<file path="src/sv/ukt_pkg.sv">
package ukt_pkg;

  // table geometry
  localparam int unsigned DEPTH      = 64;
  localparam int unsigned NAME_BYTES = 8;
  localparam int unsigned IDX_W      = $clog2(DEPTH);
  localparam int unsigned CNT_W      = $clog2(DEPTH + 1);

  // field widths
  localparam int unsigned KEY_W     = 32;
  localparam int unsigned NAME_W    = 8 * NAME_BYTES;
  localparam int unsigned NAME_IN_W = 64;
  localparam int unsigned CAP_W     = 7;
  localparam int unsigned KIND_W    = 2;
  localparam int unsigned STATUS_W  = 3;

  localparam logic [CAP_W-1:0] CAP_RESET = CAP_W'(64);

  // request kinds
  localparam logic [KIND_W-1:0] KIND_ADD = 2'd0;
  localparam logic [KIND_W-1:0] KIND_DEL = 2'd1;
  localparam logic [KIND_W-1:0] KIND_GET = 2'd2;
  localparam logic [KIND_W-1:0] KIND_UPD = 2'd3;

  // result status codes
  localparam logic [STATUS_W-1:0] ST_OK        = 3'd0;
  localparam logic [STATUS_W-1:0] ST_FULL      = 3'd1;
  localparam logic [STATUS_W-1:0] ST_EXISTS    = 3'd2;
  localparam logic [STATUS_W-1:0] ST_NOT_FOUND = 3'd3;
  localparam logic [STATUS_W-1:0] ST_DUP       = 3'd4;

  // source of a table write
  typedef enum logic [1:0] {
    WSEL_KEY,
    WSEL_NEW_KEY,
    WSEL_SHIFT
  } wr_sel_e;

  typedef struct packed {
    logic                load_req;
    logic                rd_en;
    logic                scan;
    logic [IDX_W-1:0]    rd_addr;
    logic                wr_en;
    logic [IDX_W-1:0]    wr_addr;
    wr_sel_e             wr_sel;
    logic                res_load;
    logic [STATUS_W-1:0] res_status;
    logic                res_found;
  } cmd_t;

  typedef struct packed {
    logic             hit_k;
    logic             hit_nk;
    logic [IDX_W-1:0] at_idx;
    logic [IDX_W-1:0] other_idx;
  } sts_t;

endpackage

</file>
<file path="src/sv/ukt_ctrl.sv">
module ukt_ctrl (
  input  logic                         clk_i,
  input  logic                         rst_ni,
  input  logic                         in_valid_i,
  output logic                         in_ready_o,
  input  logic [ukt_pkg::KIND_W-1:0]   in_kind_i,
  input  logic                         out_ready_i,
  output logic                         out_valid_o,
  input  logic                         cfg_we_i,
  input  logic [ukt_pkg::CAP_W-1:0]    cfg_wdata_i,
  input  ukt_pkg::sts_t                sts_i,
  output ukt_pkg::cmd_t                cmd_o
);

  localparam logic [1:0] ST_IDLE   = 2'd0;
  localparam logic [1:0] ST_SCAN   = 2'd1;
  localparam logic [1:0] ST_DECIDE = 2'd2;
  localparam logic [1:0] ST_SHIFT  = 2'd3;

  logic [1:0]                  state_q, state_d;
  logic [ukt_pkg::KIND_W-1:0]  kind_q, kind_d;
  logic [ukt_pkg::CNT_W-1:0]   cnt_q, cnt_d;
  logic [ukt_pkg::CAP_W-1:0]   cap_q, cap_d;
  logic [ukt_pkg::CNT_W-1:0]   idx_q, idx_d;
  logic                        wr_pend_q, wr_pend_d;
  logic [ukt_pkg::IDX_W-1:0]   wr_dst_q, wr_dst_d;
  logic                        out_vld_q, out_vld_d;

  logic                        in_acc, out_free, full;
  logic [ukt_pkg::CNT_W-1:0]   idx_nxt;

  assign in_ready_o  = (state_q == ST_IDLE);
  assign in_acc      = in_valid_i && in_ready_o;
  assign out_free    = !out_vld_q || out_ready_i;
  assign out_valid_o = out_vld_q;
  assign idx_nxt     = idx_q + ukt_pkg::CNT_W'(1);
  assign full        = (32'(cnt_q) >= 32'(cap_q)) || (cnt_q == ukt_pkg::CNT_W'(ukt_pkg::DEPTH));

  always_comb begin
    state_d   = state_q;
    kind_d    = kind_q;
    cnt_d     = cnt_q;
    idx_d     = idx_q;
    wr_pend_d = wr_pend_q;
    wr_dst_d  = wr_dst_q;
    cap_d     = cfg_we_i ? cfg_wdata_i : cap_q;

    cmd_o            = '0;
    cmd_o.wr_sel     = ukt_pkg::WSEL_KEY;
    cmd_o.res_status = ukt_pkg::ST_OK;

    unique case (state_q)
      ST_IDLE: begin
        if (in_acc) begin
          cmd_o.load_req = 1'b1;
          kind_d         = in_kind_i;
          idx_d          = '0;
          state_d        = ST_SCAN;
        end
      end
      ST_SCAN: begin
        if (idx_q < cnt_q) begin
          cmd_o.rd_en   = 1'b1;
          cmd_o.scan    = 1'b1;
          cmd_o.rd_addr = idx_q[ukt_pkg::IDX_W-1:0];
          idx_d         = idx_nxt;
        end else begin
          state_d = ST_DECIDE;
        end
      end
      ST_DECIDE: begin
        if (out_free) begin
          cmd_o.res_load = 1'b1;
          state_d        = ST_IDLE;
          unique case (kind_q)
            ukt_pkg::KIND_ADD: begin
              if (full) begin
                cmd_o.res_status = ukt_pkg::ST_FULL;
              end else if (sts_i.hit_k) begin
                cmd_o.res_status = ukt_pkg::ST_EXISTS;
              end else begin
                cmd_o.wr_en   = 1'b1;
                cmd_o.wr_addr = cnt_q[ukt_pkg::IDX_W-1:0];
                cmd_o.wr_sel  = ukt_pkg::WSEL_KEY;
                cnt_d         = cnt_q + ukt_pkg::CNT_W'(1);
              end
            end
            ukt_pkg::KIND_DEL: begin
              if (!sts_i.hit_k) begin
                cmd_o.res_status = ukt_pkg::ST_NOT_FOUND;
              end else begin
                idx_d     = ukt_pkg::CNT_W'(sts_i.at_idx);
                wr_pend_d = 1'b0;
                state_d   = ST_SHIFT;
              end
            end
            ukt_pkg::KIND_GET: begin
              if (!sts_i.hit_k) begin
                cmd_o.res_status = ukt_pkg::ST_NOT_FOUND;
              end else begin
                cmd_o.res_found = 1'b1;
              end
            end
            ukt_pkg::KIND_UPD: begin
              if (sts_i.hit_nk && (!sts_i.hit_k || (sts_i.other_idx != sts_i.at_idx))) begin
                cmd_o.res_status = ukt_pkg::ST_DUP;
              end else if (!sts_i.hit_k) begin
                cmd_o.res_status = ukt_pkg::ST_NOT_FOUND;
              end else begin
                cmd_o.wr_en   = 1'b1;
                cmd_o.wr_addr = sts_i.at_idx;
                cmd_o.wr_sel  = ukt_pkg::WSEL_NEW_KEY;
              end
            end
            default: begin
              cmd_o.res_status = ukt_pkg::ST_NOT_FOUND;
            end
          endcase
        end
      end
      ST_SHIFT: begin
        // read entry j+1, write it to slot j in the following cycle
        if (idx_nxt < cnt_q) begin
          cmd_o.rd_en   = 1'b1;
          cmd_o.rd_addr = idx_nxt[ukt_pkg::IDX_W-1:0];
          wr_pend_d     = 1'b1;
          wr_dst_d      = idx_q[ukt_pkg::IDX_W-1:0];
          idx_d         = idx_nxt;
        end else begin
          wr_pend_d = 1'b0;
        end
        if (wr_pend_q) begin
          cmd_o.wr_en   = 1'b1;
          cmd_o.wr_addr = wr_dst_q;
          cmd_o.wr_sel  = ukt_pkg::WSEL_SHIFT;
        end
        if (!(idx_nxt < cnt_q) && !wr_pend_q) begin
          cnt_d   = cnt_q - ukt_pkg::CNT_W'(1);
          state_d = ST_IDLE;
        end
      end
      default: begin
        state_d = ST_IDLE;
      end
    endcase

    if (cmd_o.res_load) begin
      out_vld_d = 1'b1;
    end else if (out_ready_i) begin
      out_vld_d = 1'b0;
    end else begin
      out_vld_d = out_vld_q;
    end
  end

  always_ff @(posedge clk_i or negedge rst_ni) begin
    if (!rst_ni) begin
      state_q   <= ST_IDLE;
      kind_q    <= ukt_pkg::KIND_ADD;
      cnt_q     <= '0;
      cap_q     <= ukt_pkg::CAP_RESET;
      idx_q     <= '0;
      wr_pend_q <= 1'b0;
      out_vld_q <= 1'b0;
    end else begin
      state_q   <= state_d;
      kind_q    <= kind_d;
      cnt_q     <= cnt_d;
      cap_q     <= cap_d;
      idx_q     <= idx_d;
      wr_pend_q <= wr_pend_d;
      out_vld_q <= out_vld_d;
    end
  end

  always_ff @(posedge clk_i) begin
    wr_dst_q <= wr_dst_d;
  end

  a_cnt_in_range: assert property (@(posedge clk_i) disable iff (!rst_ni)
    cnt_q <= ukt_pkg::CNT_W'(ukt_pkg::DEPTH))
    else $error("entry count beyond table depth");

  a_cnt_step: assert property (@(posedge clk_i) disable iff (!rst_ni)
    (cnt_q != $past(cnt_q)) |->
      ((cnt_q == $past(cnt_q) + ukt_pkg::CNT_W'(1)) ||
       (cnt_q == $past(cnt_q) - ukt_pkg::CNT_W'(1))))
    else $error("entry count moved by more than one");

  a_res_slot_free: assert property (@(posedge clk_i) disable iff (!rst_ni)
    cmd_o.res_load |-> (!out_vld_q || out_ready_i))
    else $error("result loaded over a pending result");

  a_accept_scan: assert property (@(posedge clk_i) disable iff (!rst_ni)
    in_acc |=> (state_q == ST_SCAN))
    else $error("accepted request did not start a scan");

endmodule

</file>
<file path="config.mk">
export PLATFORM = sky130hd
export DESIGN_NAME = ukt_ctrl
export DESIGN_NICKNAME = d
export VERILOG_FILES = /design/src/sv/ukt_pkg.sv /design/src/sv/ukt_ctrl.sv
export SDC_FILE = /design/constraint.sdc
export NUM_CORES = 1
export LEC_CHECK = 0
export BUFFER_PORTS_ARGS = -buffer_cell sky130_fd_sc_hd__buf_4
export CELL_PAD_IN_SITES_DETAIL_PLACEMENT = 0
export CELL_PAD_IN_SITES_GLOBAL_PLACEMENT = 1
export CORE_ASPECT_RATIO = 2
export CORE_MARGIN = 2
export CORE_UTILIZATION = 25
export DETAILED_ROUTE_END_ITERATION = 16
export PLACE_DENSITY_LB_ADDON = 0.1
export SYNTH_ARGS = -nofsm -noshare
export SYNTH_HDL_FRONTEND = slang
export SYNTH_SLANG_ARGS = --single-unit
</file>
<file path="constraint.sdc">
create_clock -name clk_i -period 2.8 [get_ports clk_i]
set_input_delay 0.14 -clock clk_i [delete_from_list [all_inputs] [get_ports clk_i]]
set_output_delay 0.14 -clock clk_i [all_outputs]
set_load 0.05 [all_outputs]
</file>
# Word level (Yosys, flattened, before mapping)
# Index checks and enable logic that the tools add are counted.
[word_totals]
word_cells = 104
input_bits = 28
regBits = 33
output_inout_bits = 25
[classes]
muxes = 50
order_cmp = 3
addsub = 3
eq_ne = 19
n_reduce_logical = 21
[ops]
columns = ["op", "n"]
rows = [
  ["$mux W7", 11],
  ["$mux W9", 5],
  ["$pmux W9 S2", 2],
  ["$pmux W7 S4", 1],
  ["$mux W2", 9],
  ["$ne A2 B2 Y1 const B", 8],
  ["$add A7 B1 Y7 const B", 2],
  ["$lt A7 B7 Y1", 2],
  ["$mux W14", 1],
  ["$pmux W7 S2", 1],
  ["$pmux W6 S2", 1],
  ["$reduce_and A6 Y1", 2],
  ["$mux W1", 11],
  ["$pmux W3 S3", 1],
  ["$eq A2 B2 Y1 const B", 4],
  ["$mux W8", 1],
  ["$pmux W2 S4", 1],
  ["$reduce_and A4 Y1", 2],
  ["$eq A7 B7 Y1 const B", 1],
  ["$ge A7 B7 Y1", 1],
  ["$sub A7 B1 Y7 const B", 1],
  ["$mux W6", 1],
  ["$ne A2 B1 Y1 const B", 3],
  ["$ne A6 B6 Y1", 1],
  ["other kinds (11)", 23],
]

# Logic depth before layout (Yosys ltp)
# Gate-level depths: netlist of the first run.
[logic_depth]
word_depth = 8
mapped_depth = 10

# Least setup slack after synthesis of the first run
# No wires, ideal clock.
[synth_path]
kind = "register to output"
start = "register idx_q[0] (netlist bit)"
end = "output port cmd_o[16] (netlist bit)"
slack_ns = -0.365
path_stages_with_launch = 11
path_buffers = 0
t_arrival_ns = 3.025
t_required_ns = 2.660
cell_sequence = "dfrtp_1 > and3_2 > nand3_1 > xnor2_1 > ha_1 > a21o_1 > a21oi_1 > o31ai_1 > nor2_2 > a21oi_1 > mux2i_1"
[synth_lines]
columns = ["item", "line_no", "rtl"]
rows = [
  ["start, declared", "ukt_ctrl.sv:24", "logic [ukt_pkg::CNT_W-1:0] idx_q, idx_d;"],
  ["start signal, assigned", "ukt_ctrl.sv:170", "idx_q <= idx_d;"],
  ["end, declared", "ukt_ctrl.sv:12", "output ukt_pkg::cmd_t cmd_o"],
]

# Worst setup path in the final report of the first run
[layout_path]
start = "register idx_q[1] (netlist bit)"
end = "register idx_q[4] (netlist bit)"
[layout_via]
elab_chain_cells = 4
elab_cells_between_ends = 9
cone_classes = "1 x add/sub; 2 x order compare; 2 x eq/ne; 3 x mux; 1 x reduce/logical"
[layout_rtl]
columns = ["item", "line_no", "rtl"]
rows = [
  ["$add A7 B1 Y7", "ukt_ctrl.sv:36", "assign idx_nxt = idx_q + ukt_pkg::CNT_W'(1);"],
  ["$lt A7 B7 Y1", "ukt_ctrl.sv:123", "if (idx_nxt < cnt_q) begin"],
  ["$ne A2 B2 Y1 (no source line)", "--", ""],
  ["$reduce_and A6 Y1 (no source line)", "--", ""],
]
# Parallel ways exist; a longest one is shown, timed or not. The select of a mux whose other input is x is not followed.
# A chain may end at the register's enable or synchronous reset.

==> impl_results.md, run 1 <==
- Outcome: complete, no violations
- NumNets Final: between 400 and 500
- HPWL Detailed: between 6000 and 7000 microns
- Synthesized cell area: 2530 sq um
- Initial Util: 25.3%
- Worst path bufs/invs: 2
- Max Cap Viol: 0
- VDD IR-drop max: 0.946 mV
- Synth warnings: 0
- Syn Nets: 325
- H-tree levels: 2
- Async SR Flop Fraction: 81.8%
- Final worst-path cycle share: 97.7%
- Post-place setup slack: 0.0724 ns
- CTS Buf Count: 5
- Worst EP required: 2.97 ns
- Skew final: 0.00991 ns
- Clock sink count: 33
- Routed Wire Length: 8670 microns
- Fin crit period: 2.73 ns
- Clk buf depth: 2
- Worst-path cell chain: ha_4, xor2_1, ha_1, a2111oi_4, nor4_1, buf_4, or3_1, buf_12, mux2_4
- Initial antenna violation count: 0
- Fillcell total: approximately 1100
- Top delay family on crit path: simple AND/OR/NAND/NOR gates
- Max-slew violations: 0
- Least-Margin Pin Slew: 0.534 ns
- Critical Path Start Type: flip-flop
- Most used DFF post-synth: dfrtp_1
- Final Hold Fails: 0
- Port bufs: 52
- Crit-path max FO: 7
- Synth cell types: 49
- Fin Setup TNS: 0 ns
- Number of enable flip-flop cells after synthesis: 6
- Leakage: 1.72 nW
- Worst-Skew Late Latency: between 0.2 and 0.3 ns
- Iter 0 DRT Violations: 64
- Final cell count without fillers: 488
- CP Class: flip-flop to flip-flop
- Largest net degree at the start of global routing: 28
- CP max stage cell: a2111oi_4
- Yosys reg bits: 33
- TritonCTS clock tree: yes
- Commonest non-fill, non-tap cell in the layout: buf_4
- Full die area: 11000 sq um
- RePlAce Congestion: 0.799
- Highest-count cells in the layout ignoring fill and taps: buf_4, ha_1, inv_1, dfrtp_1, nand2_1
- Ant. Diodes: 0
- GRT Overall Usage: 16.4%
- Die width: 75.2 microns
- Root buf cell: clkbuf_16
- Vias: 2288
- Clock-pin slew on the worst setup and hold paths: 0.06 ns
- RSZ-0062 raised after global routing: yes
- Total congestion overflow: 0
- Core area: about 10000 sq um
- CP Data Arrival Time: 2.90 ns
- Worst min path class: input port to flip-flop
- Antenna Nets Post-Route: 0
- DRC violation count after routing: 0
- Cell Rows: 52
- Worst relative slew slack: 64.2%
- Final core occ: a little under two fifths
- TritonRoute pass-1 iters: 4
- Total power: 0.00475 W
- Area growth syn-to-layout: 45.8%
- Final setup viols: 0
- Drt wl/cell: ~18 microns
- Crit. End Element: flip-flop
- Via/cell ratio: ~4.7
- Syn Area/Cell: 9.48 sq um
- Post-Syn Instances: 267
- Die H: around 150 microns
- Setup WS post-layout: about 0.065 ns
- Placed insts: 473
- Pwr per Cell Area: roughly 1300 nW/um^2
- Vias in the first global route: 2312
- Post-synthesis sequential area ratio: between 30% and 40%
- Max incr delay on CP: 0.45 ns
- IO Count: 53
- Max Clk Rate: 366 MHz
- Global-route wire length before repair: 13000 microns
- Layout cell share with drive strength beyond 1: 38.0%
metrics by stage:
| step | hold WS [ns] | cell area, sq um |
|---|---|---|
| after floorplan | -0.156 | 2530 |
| after global placement | 0.113 | 3290 |
| after detailed placement | 0.108 | 3290 |
| after CTS | 0.0561 | 3590 |
| after global routing | 0.0765 | 3690 |
| final | 0.0599 | 3690 |
worst reg2reg max path: stages, from the launching register on:
cell       delay [ns]
dfrtp_2          0.44
ha_4             0.19
xor2_1           0.16
ha_1             0.24
a2111oi_4        0.45
nor4_1           0.14
buf_4            0.15
or3_1            0.39
buf_12           0.17
mux2_4           0.29
routing by layer:
layer | track usage [%] | routed length [microns] | up-vias | share of wire (%)
li1 | - | - | 1124 | -
met1 | 17.7 | 3180 | 1112 | 37
met2 | 31.1 | 5080 | 44 | 59
met3 | 2.35 | 249 | 8 | 2.9
met4 | 5.18 | 152 | 0 | 1.8
met5 | 0 | 0 | - | 0
synth_stat cells (all sizes together) (2+ instances only):
| library cell | count | share of area, % |
|---|---|---|
| ha | 29 | 14 |
| dfrtp | 26 | 26 |
| nand2 | 23 | 3.6 |
| inv | 22 | 3.3 |
| a21oi | 17 | 3.4 |
| nor2 | 15 | 2.3 |
| o21ai | 15 | 3.0 |
| a22o | 10 | 3.5 |
| xnor2 | 10 | 3.5 |
| mux2i | 8 | 3.2 |
| mux2 | 7 | 3.9 |
| o31ai | 7 | 2.1 |
| a22oi | 6 | 1.8 |
| clkbuf | 6 | 0.89 |
| edfxtp | 6 | 7.1 |
| nand3 | 6 | 1.2 |
| xor2 | 6 | 2.1 |
| a21o | 4 | 1.2 |
| and3 | 4 | 1.0 |
| buf | 4 | 1.1 |
| nor2b | 4 | 0.99 |
| nand2b | 3 | 0.74 |
| nand4 | 3 | 0.99 |
| nor3 | 3 | 0.59 |
| or3 | 3 | 0.74 |
| nor4 | 2 | 0.49 |
| o21bai | 2 | 0.59 |
| o22ai | 2 | 0.49 |
final timing paths:
path / slack, ns / end / cells after the start / from
min in group asynchronous: 0.34 / idx_q[6] / 2 / rst_ni
setup / recovery: 0.07 / idx_q[4] / 9 / idx_q[1]
hold reg to reg: 0.51 / cap_q[6] / 2 / cap_q[6]
hold / removal: 0.06 / kind_q[1] / 3 / in_kind_i[1]
max in group asynchronous: 2.12 / cap_q[6] / 2 / rst_ni
setup reg to reg: 0.07 / idx_q[4] / 9 / idx_q[1]
timing repair:
item / 4_1_cts / 5_1_grt
pin swaps: 12 / 10
hold buffers: 1 / 0
setup endpoints to repair: 11 / 21
buffers inserted: 5 / 1
resized for setup: 26 / 22
hold endpoints to repair: 26 / 0
cells by family (layout without fill, tap and decap cells):
kind of cell             count (synthesis)  in the layout  synth area share [%]
AO/OA/AOI/OAI                           71             71                  19.2
flip-flops                              33             33                  33.9
buffers and inverters                   32            118                  5.29
adder cells (fa/ha/maj)                 30             30                  15.1
multiplexers                            15             15                  7.02
AND/OR/NAND/NOR                         70             70                  13.9
XOR/XNOR                                16             16                  5.54
registers in the layout, summed over array words and instances (netlist names):
| signal | cells |
|---|---|
| wr_pend_q | 1 |
| cnt_q | 7 |
| wr_dst_q | 6 |
| kind_q | 2 |
| out_valid_o | 1 |
| cap_q | 7 |
| idx_q | 7 |
| state_q | 2 |
where the power goes:
group	switching, W	total [W]	internal (W)	leakage (nW)
registers	0.000189	0.000879	0.000689	0.363
clock network	0.000214	0.000543	0.000329	0.0679
logic	0.00184	0.00333	0.00149	1.29
area by class of cell:
type | count | area (sq um) | area share, %
clock buffers | 7 | 133 | 3.59
clock inverters | 1 | 5.00 | 0.136
inverters | 22 | 82.6 | 2.24
multi-input cells | 202 | 1690 | 45.7
flip-flops and latches | 33 | 862 | 23.4
well taps | 135 | 169 | 4.58
repair buffers | 88 | 752 | 20.4
No activity file was read; power rests on OpenSTA's default activity.
==> run 2: changes to the inputs <==
CELL_PAD_IN_SITES_DETAIL_PLACEMENT = unset   (was 0)
CELL_PAD_IN_SITES_GLOBAL_PLACEMENT = unset   (was 1)
==> run 2 against run 1 <==
Worst hold slack improved by 0.0084 ns. Register-to-register slack improved by 0.06 ns. Sequential cell count unchanged. Critical path type is now flip-flop to primary output. Largest cell class unchanged.
==> impl_results.md, run 2 (synthesis results as in run 1) <==
- Outcome: complete, no violations
- CP Class: flip-flop to primary output
- Max Clk Rate: 363 MHz (-0.59%)
- Post-layout instance area: 3720 sq um (+0.81%)
- Core area: 10000 sq um (unchanged)
- Least-Margin Pin Slew: 0.529 ns (-0.00504 ns)
- Highest-count cells in the layout ignoring fill and taps: buf_4, ha_1, dfrtp_1, inv_1, nand2_1
- Layout cell share with drive strength beyond 1: 37.9% (-0.11 points)
- Crit-path max FO: 4 (-3)
- CTS Buf Count: 5 (unchanged)
- Sequential share of power: 18.6% (about the same)
- Final cell count without fillers: 489 (+0.20%)
- Critical Path Start Type: flip-flop
- TritonRoute pass-1 iters: 4 (unchanged)
- NumNets Final: 412 (+0.49%)
- TritonCTS clock tree: yes
- CP max stage cell: dfrtp_1
- Clock-pin slew on the worst setup and hold paths: 0.05 ns (about the same)
- Fin Setup TNS: 0 ns (unchanged)
- Combinational share of power: 70.5% (+0.4 points)
- H-tree levels: 2 (unchanged)
- Sw frac: 47.3% (+0.14 points)
- Final worst-path cycle share: 98.3% (+0.58 points)
- Routed Wire Length: 8500 microns (-1.9%)
- Initial antenna violation count: 0 (unchanged)
- DRC violation count after routing: 0 (unchanged)
- Worst min path class: input port to flip-flop
- Max incr delay on CP: 0.41 ns (-0.04 ns)
- RePlAce Congestion: 0.789 (-1.3%)
- IO Count: 53 (unchanged)
- Clock power frac: 10.9% (-0.5 points)
- VDD IR-drop max: 0.781 mV (-17%)
- Die H: 146 microns (unchanged)
- Via/cell ratio: 4.74 (+1.1%)
- Leakage: 1.72 nW (+0.28%)
- Biggest regs: cap_q: 7 flops, cnt_q: 7 flops, idx_q: 7 flops
- Area growth syn-to-layout: 47.0%
- Antenna Nets Post-Route: 0 (unchanged)
- Hold Slack: 0.0683 ns (+0.00843 ns)
- Placed cell area: 3270 sq um (-0.61%)
- Final Hold Fails: 0 (unchanged)
- Top delay family on crit path: compound AO/OA/AOI/OAI gates
- Vias: 2318 (+1.3%)
- RSZ-0062 raised after global routing: yes
- Final setup viols: 0 (unchanged)
- Pwr per Cell Area: 1280 nW/um^2 (-0.82%)
- Commonest non-fill, non-tap cell in the layout: buf_4
- Skew final: 0.00466 ns (-0.00525 ns)
- Placed insts: 472 (-0.21%)
- Cell Rows: 52 (unchanged)
- Total congestion overflow: 0 (unchanged)
- Int Pwr: 0.00251 W (-0.28%)
- Worst EP required: 2.66 ns (-0.31 ns)
- Iter 0 DRT Violations: 60 (-6.3%)
- Root buf cell: clkbuf_16
- Drt wl/cell: 17.4 microns (-2.1%)
- Full die area: 11000 sq um (unchanged)
- Ant. Diodes: 0 (unchanged)
- Max Cap Viol: 0 (unchanged)
- Clock sink count: 33 (unchanged)
- Vias in the first global route: 2391 (+3.4%)
- Fin crit period: 2.75 ns (+0.0162 ns)
- Worst-path cell chain: and3_4, nand3_4, xnor2_2, ha_1, a21o_1, a21oi_2, o31ai_4, nor2_4, a21oi_1, mux2i_2, buf_4
- Initial Util: 25.3% (unchanged)
- Die width: 75.2 microns (unchanged)
- Worst path bufs/invs: 1 (-1)
- CP Data Arrival Time: 2.61 ns (-0.29 ns)
- Clk buf depth: 2 (unchanged)
- Largest net degree at the start of global routing: 28 (unchanged)
- Worst-Skew Late Latency: 0.28 ns (about the same)
- Global-route wire length before repair: 13000 microns (about the same)
- HPWL Detailed: 6700 microns (-3.8%)
- Max-slew violations: 0 (unchanged)
- GRT Overall Usage: 16.2% (-0.21 points)
- Crit. End Element: primary output
- Port bufs: 52 (unchanged)
- Worst relative slew slack: 64.6% (+0.34 points)
- Sw power: 0.00225 W (+0.30%)
-- run 2: changes by cell type in the layout (fill, tap and decap cells not counted), moves of 3 or more --
cell / change
o31ai_2: -5
buf_4: +7
buf_6: -4
o31ai_1: +3
-- run 2: path summary, 6_finish.rpt --
check | startpoint | endpoint | depth (start not counted) | slack (ns)
setup / recovery | idx_q[0] | cmd_o[16] | 11 | 0.05
hold / removal | in_kind_i[1] | kind_q[1] | 3 | 0.07
setup reg to reg | idx_q[0] | state_q[1] | 13 | 0.13
hold reg to reg | cap_q[0] | cap_q[0] | 1 | 0.53
max in group asynchronous | rst_ni | cap_q[6] | 2 | 2.15
min in group asynchronous | rst_ni | cap_q[5] | 2 | 0.33
-- run 2: power groups by stage --
stage                     Clock (W)  Combinational [W]  Sequential [W]
final                      0.000517            0.00335        0.000883
after global routing       0.000553            0.00362        0.000912
after CTS                  0.000534            0.00320        0.000856
after detailed placement          0            0.00298        0.000861
after global placement            0            0.00298        0.000858
after floorplan                   0            0.00203        0.000831
-- run 2: area by class of cell --
| cell class | count | area (sq um) |
|---|---|---|
| Sequential cell | 33 | 860 |
| Fill cell | 1072 | 6300 |
| Timing Repair Buffer | 90 | 739 |
| Clock inverter | 1 | 3.75 |
| Multi-Input combinational cell | 202 | 1740 |
| Clock buffer | 6 | 129 |
| Tap cell | 135 | 169 |
| Inverter | 22 | 82.6 |
-- run 2: timing repair --
action	in CTS	in global routing
setup endpoints to repair	13	14
hold buffers	1	0
endpoints found under the hold margin	26	0
pin swaps	6	14
buffers inserted	4	5
resized for setup	25	23
-- run 2: layer usage --
layer | global-route usage [%] | vias up | part of all wire, %
li1 | - | 1131 | -
met1 | 18.3 | 1122 | 38
met2 | 28.8 | 50 | 56
met3 | 2.55 | 15 | 2.8
met4 | 6.84 | 0 | 3.3
met5 | 0 | - | 0
-- run 2: through the flow --
| stage | power, W | worst slack, ns | utilization [%] |
|---|---|---|---|
| after floorplan | 0.00286 | -0.166 | - |
| final | 0.00475 | 0.0489 | 37.1 |
| after CTS | 0.00459 | 0.0176 | 35.5 |
| after detailed placement | 0.00385 | -0.118 | 32.6 |
| after global routing | 0.00509 | -0.0523 | 37.1 |
| after global placement | 0.00384 | -0.0534 | 32.6 |
-- run 2: worst reg2reg max path, cell delays in order (launching register included) --
cell and delay (ns):
dfrtp_1 0.41, and3_4 0.22, nand3_4 0.08, xnor2_2 0.16, ha_1 0.33, a21o_1 0.18
a21oi_2 0.20, o31ai_4 0.12, buf_4 0.15, buf_4 0.12, buf_4 0.13, nor2b_1 0.16
a22o_1 0.20, o22ai_1 0.14
==> run 3: changes to the inputs <==
CORE_MARGIN = 10   (was 2)
CORE_UTILIZATION = 45   (was 25)
==> run 3 against run 2 <==
The flow now finishes with violations (setup timing). Clock skew is 0.0035 ns higher. Worst hold slack worse by 0.016 ns. Power decreased by 4.5%. Global-route usage up 0.57 points. Sequential cell count unchanged. Non-clock buffer count fell by 3. First-iteration DRC count rose by 60%. Worst setup slack lost 0.055 ns. Die area is 16% lower. Critical path type unchanged. Critical endpoint is now cmd_o[19]. Highest routed layer unchanged.
==> impl_results.md, run 3 (synthesis results as in run 1) <==
- Outcome: complete, but fails checks
- Failing checks: setup timing
- Via/cell ratio: 5.69 (+20%)
- Root buf cell: clkbuf_8
- Worst setup startpoint: idx_q[1]
- Layout cell share with drive strength beyond 1: 37.5% (-0.35 points)
- Crit. End Element: primary output
- CP Data Arrival Time: 2.67 ns (+0.06 ns)
- Clock-pin slew on the worst setup and hold paths: 0.08 ns (+0.03 ns)
- Full die area: 9210 sq um (-16%)
- Vias: 2343 (+1.1%)
- Clock sink count: 33 (unchanged)
- Worst flop-to-flop path endpoint: cnt_q[0]
- Initial antenna violation count: 0 (unchanged)
- Fin Setup TNS: -0.00628 ns (-0.00628 ns)
- Leakage: 1.70 nW (-1.5%)
- HPWL Detailed: 6160 microns (-8.0%)
- NumNets Final: 409 (-0.73%)
- Largest net degree at the start of global routing: 28 (unchanged)
- Vias in the first global route: 2508 (+4.9%)
- Iter 0 DRT Violations: 96 (+60%)
- Crit path to: cmd_o[19]
- TritonCTS clock tree: yes
- Crit-path max FO: 5 (+1)
- Ant. Diodes: 0 (unchanged)
- Combinational share of power: 71.7% (+1.2 points)
- Final setup viols: 1 (+1)
- M2 GR Usage: 29.7% (+0.92 points)
- Routed Wire Length: 7890 microns (-7.1%)
- Pwr per Cell Area: 1300 nW/um^2 (+1.5%)
- RSZ-0062 raised after global routing: yes
- CTS Buf Count: 5 (unchanged)
- R2R Setup Slk: 0.12 ns (about the same)
- Biggest regs: cap_q: 7 flops, cnt_q: 7 flops, idx_q: 7 flops
- Setup WS post-layout: -0.00628 ns (-0.0551 ns)
- Core area: 5470 sq um (-45%)
- Clk buf depth: 2 (unchanged)
- VDD IR-drop max: 1.07 mV (+37%)
- Skew final: 0.00816 ns (+0.00350 ns)
- Max Cap Viol: 0 (unchanged)
- Clock power frac: 9.0% (-1.9 points)
- Final worst-path cycle share: 100% (+2.0 points)
- Top delay family on crit path: compound AO/OA/AOI/OAI gates
- Least-Margin Pin Slew: 0.510 ns (-0.0190 ns)
- RePlAce Congestion: 0.896 (+14%)
- Highest-count cells in the layout ignoring fill and taps: buf_4, ha_1, dfrtp_1, inv_1, nand2_1
- Initial Util: 46.3% (+21 points)
- Die width: 73.0 microns (-2.8%)
- Post-place setup slack: 0.0669 ns (+0.185 ns)
- GRT Overall Usage: 16.8% (+0.57 points)
- Worst EP required: 2.66 ns (about the same)
- DRC violation count after routing: 0 (unchanged)
- Worst min path class: input port to flip-flop
- Final Hold Fails: 0 (unchanged)
- Fin crit period: 2.81 ns (+0.0551 ns)
- Cell Rows: 38 (-27%)
- Drt wl/cell: 19.2 microns (+10%)
- Worst relative slew slack: 65.8% (+1.3 points)
- Area growth syn-to-layout: 38.3%
- Critical Path Start Type: flip-flop
- IO Count: 53 (unchanged)
- Met3 usage: 4.01% (+1.5 points)
- Sw power: 0.00217 W (-3.7%)
- Post-layout instance area: 3500 sq um (-5.9%)
- Max-slew violations: 0 (unchanged)
- Worst reg2reg path startpoint: idx_q[1]
- Max Clk Rate: 356 MHz (-2.0%)
- Commonest non-fill, non-tap cell in the layout: buf_4
- Worst-Skew Late Latency: 0.29 ns (about the same)
- CP max stage cell: dfrtp_2
- H-tree levels: 2 (unchanged)
- Worst-path cell chain: and3_4, nand3_2, xnor2_2, ha_1, a21o_1, a21oi_2, o31ai_4, nor2_4, buf_4, a22o_1, buf_6
- Max incr delay on CP: 0.42 ns (about the same)
- Worst path bufs/invs: 2 (+1)
- GRT Max-Usage Layer: met2
- Total congestion overflow: 0 (unchanged)
- Int Pwr: 0.00237 W (-5.2%)
- CP Class: flip-flop to primary output
- Met1 Resource Use GR: 16.7% (-1.6 points)
- Sequential share of power: 19.3% (+0.7 points)
- Die H: 126 microns (-14%)
- Reg2reg path depth: 14 (+1)
- TritonRoute pass-1 iters: 4 (unchanged)
- Port bufs: 52 (unchanged)
- Crit path depth: 11 (unchanged)
- Sw frac: 47.7% (+0.41 points)
- Placed cell area: 3110 sq um (-4.9%)
- Global-route wire length before repair: 12200 microns (-5.5%)
- Antenna Nets Post-Route: 0 (unchanged)
-- run 3: cell types whose count changed in the layout (fill, tap and decap cells not counted), sizes merged --
cell | previous run | this run
clkbuf | 6 | 7
buf | 89 | 86
-- run 3: repair_timing --
| item | CTS | global route |
|---|---|---|
| hold endpoints to repair | 26 | 0 |
| gates resized for setup | 15 | 24 |
| pin swaps | 5 | 12 |
| endpoints found under the setup margin | 7 | 14 |
| hold buffers | 1 | 0 |
| buffers inserted | 6 | 7 |
-- run 3: power groups by stage --
stage,combinational [W],clock (W),sequential (W)
after floorplan,0.00203,0,0.000831
after global placement,0.00279,0,0.000854
after detailed placement,0.00283,0,0.000858
after CTS,0.00303,0.000416,0.000861
after global routing,0.00351,0.000430,0.000898
final,0.00325,0.000407,0.000878
-- run 3: worst min path at each step --
stage                        start  endpoint  slack [ns]  cells past startpoint
detailed placement          rst_ni  cnt_q[5]        0.09                      1
global placement            rst_ni  cnt_q[5]        0.09                      1
floorplan                   rst_ni  cap_q[0]       -0.16                      0
global route        cfg_wdata_i[6]  cap_q[6]        0.06                      3
CTS                 cfg_wdata_i[3]  cap_q[3]        0.05                      3
finish              cfg_wdata_i[6]  cap_q[6]        0.05                      3
-- run 3: layer usage --
layer | share of wire, % | vias up
met5 | 0 | -
met4 | 4.0 | 0
met3 | 6.1 | 20
met2 | 54 | 74
met1 | 36 | 1121
li1 | - | 1128
-- run 3: per-stage QoR --
stage / hold WS (ns) / std cells / total power, W / util, %
after floorplan: -0.156 / 267 / 0.00286 / -
after global placement: 0.0912 / 390 / 0.00365 / 56.8
after detailed placement: 0.0913 / 390 / 0.00368 / 56.8
after CTS: 0.0473 / 405 / 0.00431 / 61.0
after global routing: 0.0604 / 412 / 0.00484 / 64.0
final: 0.0528 / 412 / 0.00454 / 64.0
-- run 3: final cells by class --
type,count,area [sq um]
Clock inverter,1,5.00
Tap cell,60,75.1
Multi-Input combinational cell,202,1670
Sequential cell,33,861
Fill cell,464,1970
Clock buffer,7,96.3
Timing Repair Buffer,87,713
Inverter,22,82.6
-- run 3: worst register-to-register path, cell delays in order, from the launching register on --
cell and delay, ns:
dfrtp_2 0.42, and3_4 0.20, nand3_2 0.10, xnor2_2 0.16
ha_1 0.32, a21o_1 0.18, a21oi_2 0.20, o31ai_4 0.12
buf_4 0.14, buf_4 0.12, buf_4 0.12, nand2_1 0.11
nand2_2 0.07, buf_4 0.17, xnor2_1 0.13
